[src/hdl/bcddm_pkg.sv]
// Shared types and constants for the multiplexed BCD display block.
// Used by the converter stages, the digit serializer and the top level.
`default_nettype none

package bcddm_pkg;

  localparam int BIN_W       = 32;
  localparam int MAX_DIGITS  = 10;
  localparam int DIGIT_W     = 4;
  localparam int BCD_W       = MAX_DIGITS * DIGIT_W;
  localparam int NUM_STAGES  = 4;
  localparam int STEPS       = BIN_W / NUM_STAGES;
  localparam int CNT_W       = 4;
  localparam int APB_ADDR_W  = 3;
  localparam int APB_DATA_W  = 32;

  localparam logic [CNT_W-1:0] COUNT_RESET = CNT_W'(3);
  localparam logic [CNT_W-1:0] COUNT_MAX   = CNT_W'(MAX_DIGITS);
  localparam logic [CNT_W-1:0] COUNT_MIN   = CNT_W'(1);

  localparam logic [0:0] REG_DIGIT_COUNT = 1'b0;

  typedef struct packed {
    logic [BIN_W-1:0] bin;
    logic [BCD_W-1:0] bcd;
  } dd_word_t;

endpackage

`default_nettype wire

[src/hdl/bcddm_dabble_stage.sv]
// One pipeline stage of the shift-and-add-3 binary to BCD converter.
// Depends on bcddm_pkg for the stage word type and step count.
`default_nettype none

module bcddm_dabble_stage (
  input  wire logic              clk,
  input  wire logic              rst_n,
  input  wire logic              in_valid,
  output logic                   in_ready,
  input  wire bcddm_pkg::dd_word_t in_word,
  output logic                   out_valid,
  input  wire logic              out_ready,
  output bcddm_pkg::dd_word_t    out_word
);
  import bcddm_pkg::*;

  logic     valid_r;
  dd_word_t word_r;
  dd_word_t word_nxt;

  always_comb begin
    dd_word_t w;
    w = in_word;
    for (int s = 0; s < STEPS; s++) begin
      for (int d = 0; d < MAX_DIGITS; d++) begin
        if (w.bcd[d*DIGIT_W +: DIGIT_W] >= DIGIT_W'(5)) begin
          w.bcd[d*DIGIT_W +: DIGIT_W] = w.bcd[d*DIGIT_W +: DIGIT_W] + DIGIT_W'(3);
        end
      end
      w.bcd = {w.bcd[BCD_W-2:0], w.bin[BIN_W-1]};
      w.bin = {w.bin[BIN_W-2:0], 1'b0};
    end
    word_nxt = w;
  end

  assign in_ready  = !valid_r || out_ready;
  assign out_valid = valid_r;
  assign out_word  = word_r;

  always_ff @(posedge clk) begin
    if (!rst_n) begin
      valid_r <= 1'b0;
    end else if (in_ready) begin
      valid_r <= in_valid;
    end
  end

  always_ff @(posedge clk) begin
    if (in_ready && in_valid) begin
      word_r <= word_nxt;
    end
  end

endmodule

`default_nettype wire

[src/hdl/bcddm_serializer.sv]
// Digit serializer: emits one BCD digit per request, least significant first.
// Depends on bcddm_pkg for digit widths and the digit vector size.
`default_nettype none

module bcddm_serializer (
  input  wire logic                              clk,
  input  wire logic                              rst_n,
  input  wire logic [bcddm_pkg::CNT_W-1:0]       eff_count,
  input  wire logic                              in_valid,
  output logic                                   in_ready,
  input  wire logic [bcddm_pkg::BCD_W-1:0]       in_bcd,
  output logic                                   out_valid,
  input  wire logic                              out_ready,
  output logic [bcddm_pkg::CNT_W-1:0]            out_digit_position,
  output logic [bcddm_pkg::DIGIT_W-1:0]          out_bcd_digit,
  output logic                                   out_last_digit
);
  import bcddm_pkg::*;

  logic               busy_r,    busy_nxt;
  logic [BCD_W-1:0]   digits_r,  digits_nxt;
  logic [CNT_W-1:0]   pos_r,     pos_nxt;
  logic [CNT_W-1:0]   lastpos_r, lastpos_nxt;
  logic               is_last;

  assign is_last  = (pos_r == lastpos_r);
  assign in_ready = !busy_r || (out_ready && is_last);

  always_comb begin
    busy_nxt    = busy_r;
    digits_nxt  = digits_r;
    pos_nxt     = pos_r;
    lastpos_nxt = lastpos_r;
    if (in_valid && in_ready) begin
      busy_nxt    = 1'b1;
      digits_nxt  = in_bcd;
      pos_nxt     = '0;
      lastpos_nxt = eff_count - COUNT_MIN;
    end else if (busy_r && out_ready) begin
      if (is_last) begin
        busy_nxt = 1'b0;
      end else begin
        digits_nxt = {DIGIT_W'(0), digits_r[BCD_W-1:DIGIT_W]};
        pos_nxt    = pos_r + CNT_W'(1);
      end
    end
  end

  always_ff @(posedge clk) begin
    if (!rst_n) begin
      busy_r <= 1'b0;
    end else begin
      busy_r <= busy_nxt;
    end
  end

  always_ff @(posedge clk) begin
    digits_r  <= digits_nxt;
    pos_r     <= pos_nxt;
    lastpos_r <= lastpos_nxt;
  end

  assign out_valid          = busy_r;
  assign out_digit_position = pos_r;
  assign out_bcd_digit      = digits_r[DIGIT_W-1:0];
  assign out_last_digit     = is_last;

endmodule

`default_nettype wire

[src/hdl/bcd_digit_display_mux.sv]
// Top level of the multiplexed BCD display driver: APB register, converter pipeline
// and digit serializer. Depends on bcddm_pkg, bcddm_dabble_stage, bcddm_serializer.
//
//   channel | ports                                    | moves
//   in      | in_valid, in_ready, in_value             | one 32-bit value per request
//   out     | out_valid, out_ready, out_digit_position,| one digit per request
//           | out_bcd_digit, out_last_digit            |
//   cfg     | psel, penable, pwrite, paddr, pwdata,    | digit_count at address 0
//           | prdata, pready                           |
//
// Each value yields max(1, min(digit_count, 10)) digits; the serializer port,
// one digit per cycle while out_ready is high, sets the rate. Conversion runs
// through four register stages of eight shift steps each, then the serializer
// register, which presents the first digit of an accepted request.
// Reset is synchronous and sets digit_count to 3.
// A stall on out holds each stage; no request is lost or repeated.
`default_nettype none

module bcd_digit_display_mux (
  input  wire logic                                clk,
  input  wire logic                                rst_n,
  input  wire logic                                in_valid,
  output logic                                     in_ready,
  input  wire logic [bcddm_pkg::BIN_W-1:0]         in_value,
  output logic                                     out_valid,
  input  wire logic                                out_ready,
  output logic [bcddm_pkg::CNT_W-1:0]              out_digit_position,
  output logic [bcddm_pkg::DIGIT_W-1:0]            out_bcd_digit,
  output logic                                     out_last_digit,
  input  wire logic                                psel,
  input  wire logic                                penable,
  input  wire logic                                pwrite,
  input  wire logic [bcddm_pkg::APB_ADDR_W-1:0]    paddr,
  input  wire logic [bcddm_pkg::APB_DATA_W-1:0]    pwdata,
  output logic [bcddm_pkg::APB_DATA_W-1:0]         prdata,
  output logic                                     pready
);
  import bcddm_pkg::*;

  logic [CNT_W-1:0] count_r;
  logic [CNT_W-1:0] eff_count;
  logic [0:0]       reg_index;

  assign pready    = 1'b1;
  assign reg_index = paddr[2];

  always_ff @(posedge clk) begin
    if (!rst_n) begin
      count_r <= COUNT_RESET;
    end else if (psel && penable && pwrite && reg_index == REG_DIGIT_COUNT) begin
      count_r <= pwdata[CNT_W-1:0];
    end
  end

  always_comb begin
    prdata = '0;
    if (reg_index == REG_DIGIT_COUNT) begin
      prdata[CNT_W-1:0] = count_r;
    end
  end

  always_comb begin
    if (count_r < COUNT_MIN) begin
      eff_count = COUNT_MIN;
    end else if (count_r > COUNT_MAX) begin
      eff_count = COUNT_MAX;
    end else begin
      eff_count = count_r;
    end
  end

  logic     stg_valid [NUM_STAGES+1];
  logic     stg_ready [NUM_STAGES+1];
  dd_word_t stg_word  [NUM_STAGES+1];

  assign stg_valid[0]    = in_valid;
  assign in_ready        = stg_ready[0];
  assign stg_word[0].bin = in_value;
  assign stg_word[0].bcd = '0;

  for (genvar g = 0; g < NUM_STAGES; g++) begin : g_stage
    bcddm_dabble_stage u_stage (
      .clk       (clk),
      .rst_n     (rst_n),
      .in_valid  (stg_valid[g]),
      .in_ready  (stg_ready[g]),
      .in_word   (stg_word[g]),
      .out_valid (stg_valid[g+1]),
      .out_ready (stg_ready[g+1]),
      .out_word  (stg_word[g+1])
    );
  end

  bcddm_serializer u_ser (
    .clk                (clk),
    .rst_n              (rst_n),
    .eff_count          (eff_count),
    .in_valid           (stg_valid[NUM_STAGES]),
    .in_ready           (stg_ready[NUM_STAGES]),
    .in_bcd             (stg_word[NUM_STAGES].bcd),
    .out_valid          (out_valid),
    .out_ready          (out_ready),
    .out_digit_position (out_digit_position),
    .out_bcd_digit      (out_bcd_digit),
    .out_last_digit     (out_last_digit)
  );

endmodule

`default_nettype wire
[config.mk]
export PLATFORM = sky130hd
export DESIGN_NAME = bcd_digit_display_mux
export DESIGN_NICKNAME = d
export VERILOG_FILES = /design/src/hdl/bcddm_pkg.sv /design/src/hdl/bcddm_dabble_stage.sv /design/src/hdl/bcddm_serializer.sv /design/src/hdl/bcd_digit_display_mux.sv
export SDC_FILE = /design/constraint.sdc
export NUM_CORES = 1
export LEC_CHECK = 0
export ABC_AREA = 1
export BUFFER_PORTS_ARGS = -buffer_cell sky130_fd_sc_hd__buf_2
export CORE_ASPECT_RATIO = 0.7
export CORE_UTILIZATION = 45
export CTS_CLUSTER_DIAMETER = 60
export CTS_CLUSTER_SIZE = 8
export DETAILED_ROUTE_END_ITERATION = 8
export HOLD_SLACK_MARGIN = 0.03
export PLACE_DENSITY = 0.68
export SLEW_MARGIN = 20
export SYNTH_ARGS = -nofsm -noshare
export SYNTH_HDL_FRONTEND = slang
export SYNTH_SLANG_ARGS = --single-unit
[constraint.sdc]
create_clock -name clk -period 8.1 [get_ports clk]
set_input_delay 1.215 -clock clk [delete_from_list [all_inputs] [get_ports clk]]
set_output_delay 1.215 -clock clk [all_outputs]
set_load 0.02 [all_outputs]
==> summary.md <==
| Metric | Value |
|---|---|
| Post-CTS setup buffers | `0` |
| Post-route DRC | `0` |
| Crit-path max cell delay | `between 0.4 and 0.5 ns` |
| Grt ovf | `0` |
| Final Cycle Share | `79.47%` |
| Synth Register Bits | `207` |
| Hold Path Class | `reg2reg` |
| Commonest non-fill, non-tap cell in the layout | `nand2_1` |
| Most frequent CP cell | `nand2_1` |
| Die Ht | `192.3 um` |
| CTS max path bufs | `3` |
| Worst EP arrival | `roughly 6.7 ns` |
| Post-synthesis cell count | `between 3000 and 4000` |
| Critical Path Slowest Stage Cell | `edfxtp_1` |
| Effective utilization at floorplan | `between 40% and 50%` |
| Commonest non-fill, non-tap cells in the layout | `1169 x nand2_1, 581 x inv_1, 337 x nand3_1` |
| Number of flops mapped to enable cells by yosys | `between 150 and 200` |
| Layout cell share with drive strength beyond 1 | `between 10% and 20%` |
| CTS tree | `built` |
| CTS Hold Bufs | `0` |
| Row count | `69` |
| Max cap viols | `0` |
| First-pass GRT wire length | `between 70000 and 80000 um` |
| Hpwl dp | `roughly 34000 um` |
| Endpoints failing hold | `0` |
| CP max FO | `6` |
| Register area share after synthesis | `about a quarter` |
| Initial antenna violation count | `0` |
| Slew @ Worst Pin | `~1.0 ns` |
| Clock sinks | `just over 200` |
| Area delta synth->final | `8.566%` |
| Critical path class | `reg2reg` |
| Drt pass-1 iters | `5` |
| Total CTS buffers | `34` |
| I/O pin count | `between 100 and 150` |
| Post-Syn Area | `approximately 23000 um2` |
| Via Count | `approximately 20000` |
| Startpoint types | `flip-flop` |
| Setup Skew | `around 0.032 ns` |
| N_diodes | `0` |
| Root Driver | `clkbuf_16` |
| NumNets Final | `about 3700` |
| RSZ-0062 raised after global routing | `no` |
| Die extent in x | `~270 um` |
| Ys async rst share | `0%` |
| Outcome | `complete, no violations` |
| Clk Latency, worst-skew pair | `0.53 ns` |
| Crit end category | `flip-flop` |
| Largest net degree at the start of global routing | `44` |
| Full die area | `52640 um2` |
| Buffers added on ports | `58` |
| Max-slew violations | `0` |
| Core ar. | `just over 50000 um2` |
| Vias in the first global route | `around 18000` |
| Iteration-0 DRC count of the detailed router | `1100` |
| FMAX | `155.4 MHz` |
| CTS clk-pin slew, worst paths | `~0.050 ns` |
| YS warnings | `0` |
| Routed Antenna Nets | `0` |
| Post-CTS sizing | `0` |
| RePlAce Congestion | `about 0.8` |
| Worst EP required | `8.35 ns` |
| DR vias/cell | `approximately 4.8` |
| Yosys cell types | `50` |
| Final setup viols | `0` |
| Relative slew slack | `31.24%` |
| Synth Flop Type | `edfxtp_1` |
| Wire length per cell | `roughly 10 um` |
| Drt total wl | `between 40000 and 50000 um` |
| H-Tree Depth | `2` |
| Total negative slack | `0 ns` |
| Tmin final | `~6.4 ns` |
| Global-route usage over all layers | `16.77%` |
| Syn_area_per_cell | `around 6.8 um2` |
==> stage by stage <==
step / area [um2] / instances / setup WS (ns) / utilization (%) / hold WS [ns]
5_1_grt: 25260 / 4214 / 0.9215 / 49.60 / 0.4204
2_1_floorplan: 23370 / 3460 / 2.436 / - / 0.4003
6_report: 25260 / 4214 / 1.663 / 49.60 / 0.4144
4_1_cts: 25260 / 4214 / 1.702 / 49.60 / 0.4165
3_5_place_dp: 24290 / 4157 / 1.761 / 47.69 / 0.4045
3_3_place_gp: 24290 / 4157 / 1.894 / 47.69 / 0.4004
==> final timing paths <==
path | start | endpoint | slack [ns] | depth (start not counted)
setup / recovery | g_stage[2].u_stage.out_word[28] | g_stage[3].u_stage.out_word[38] | 1.66 | 41
setup reg to reg | g_stage[2].u_stage.out_word[28] | g_stage[3].u_stage.out_word[38] | 1.66 | 41
hold reg to reg | g_stage[1].u_stage.out_word[59] | g_stage[2].u_stage.out_word[67] | 0.41 | 0
hold / removal | g_stage[1].u_stage.out_word[59] | g_stage[2].u_stage.out_word[67] | 0.41 | 0
==> Yosys cell counts, types with 2 or more instances <==
master       n  area, um2
o21ai_0     40      200.2
or2_2        4      25.02
o21bai_1     6      45.04
clkbuf_1     8      30.03
edfxtp_1   194       5826
xnor2_2      3      48.80
o22ai_1      5      31.28
and2_1      41      256.5
o21a_1       3      22.52
ha_1       152       1902
xor2_4       3      82.58
nand2_2    196       1226
a211oi_1     3      22.52
a31o_2       7      61.31
and2_4      22      192.7
inv_1      582       2185
nor2_1      57      214.0
nand3_1    337       1687
nand3_2    111       1111
xor2_1      50      437.9
nor2_2       2      12.51
nand2_4     25      281.5
a21boi_1     3      22.52
buf_4       33      247.7
o21ai_1     27      135.1
nand2_1   1169       4388
a21oi_1     50      250.2
xor2_2      11      178.9
clkinv_1     3      11.26
mux2i_1      3      30.03
o21ai_2     39      341.6
xnor2_1      4      35.03
nand3b_1    18      135.1
nand4_1    133      832.1
dfxtp_1     13      260.3
conb_1       2      7.510
o211ai_1     3      22.52
nor3_1       4      20.02
and2_2       2      15.01
inv_2       19      71.32
a21boi_2     2      22.52
a21o_1      36      270.3
==> final cells by class <==
class,count,area [um2]
clock inverters,9,70.07
flip-flops and latches,207,6086
repair buffers,64,335.3
inverters,605,2272
fillers,4992,25670
clock buffers,48,903.4
multi-input cells,2607,14750
well taps,674,843.3
==> state kept, by name, indices dropped and copies added, names as in the netlist <==
| signal | flops |
|---|---|
| g_stage.u_stage.out_word | 150 |
| u_ser.digits_r | 40 |
| count_r | 4 |
| g_stage.u_stage.out_valid | 4 |
| u_ser.lastpos_r | 4 |
| u_ser.out_digit_position | 4 |
| u_ser.out_valid | 1 |
==> routing by layer <==
metal  share of wire [%]  track usage, %  vias up  wire length [um]
li1                    -               -    11230                 -
met1                  57           25.17     8732             24470
met2                  39           25.46      180             16790
met3                 2.6           2.003       35              1129
met4                 1.4           3.739        0               614
met5                   0               0        -                 0
==> cells by family after synthesis <==
logic type / count (synthesis) / synth area share, %
simple gates: 2125 / 44.83
buf+inv: 646 / 10.96
compound gates: 227 / 6.356
flops: 207 / 26.15
fa+ha+maj: 152 / 8.173
xor+xnor: 71 / 3.366
mux: 3 / 0.1291
other cells: 2 / 0.03227
==> critical path, delay by kind of cell, from the launching register on <==
kind	cells	cell delay (ns)
compound gates	5	1.10
xor+xnor	2	0.48
simple gates	19	2.13
buf+inv	7	0.55
flops	1	0.42
fa+ha+maj	8	1.47
Power is left out: the tool's default activity adds up to more than one toggle a clock period on the data nets, which glitch-free logic cannot reach.
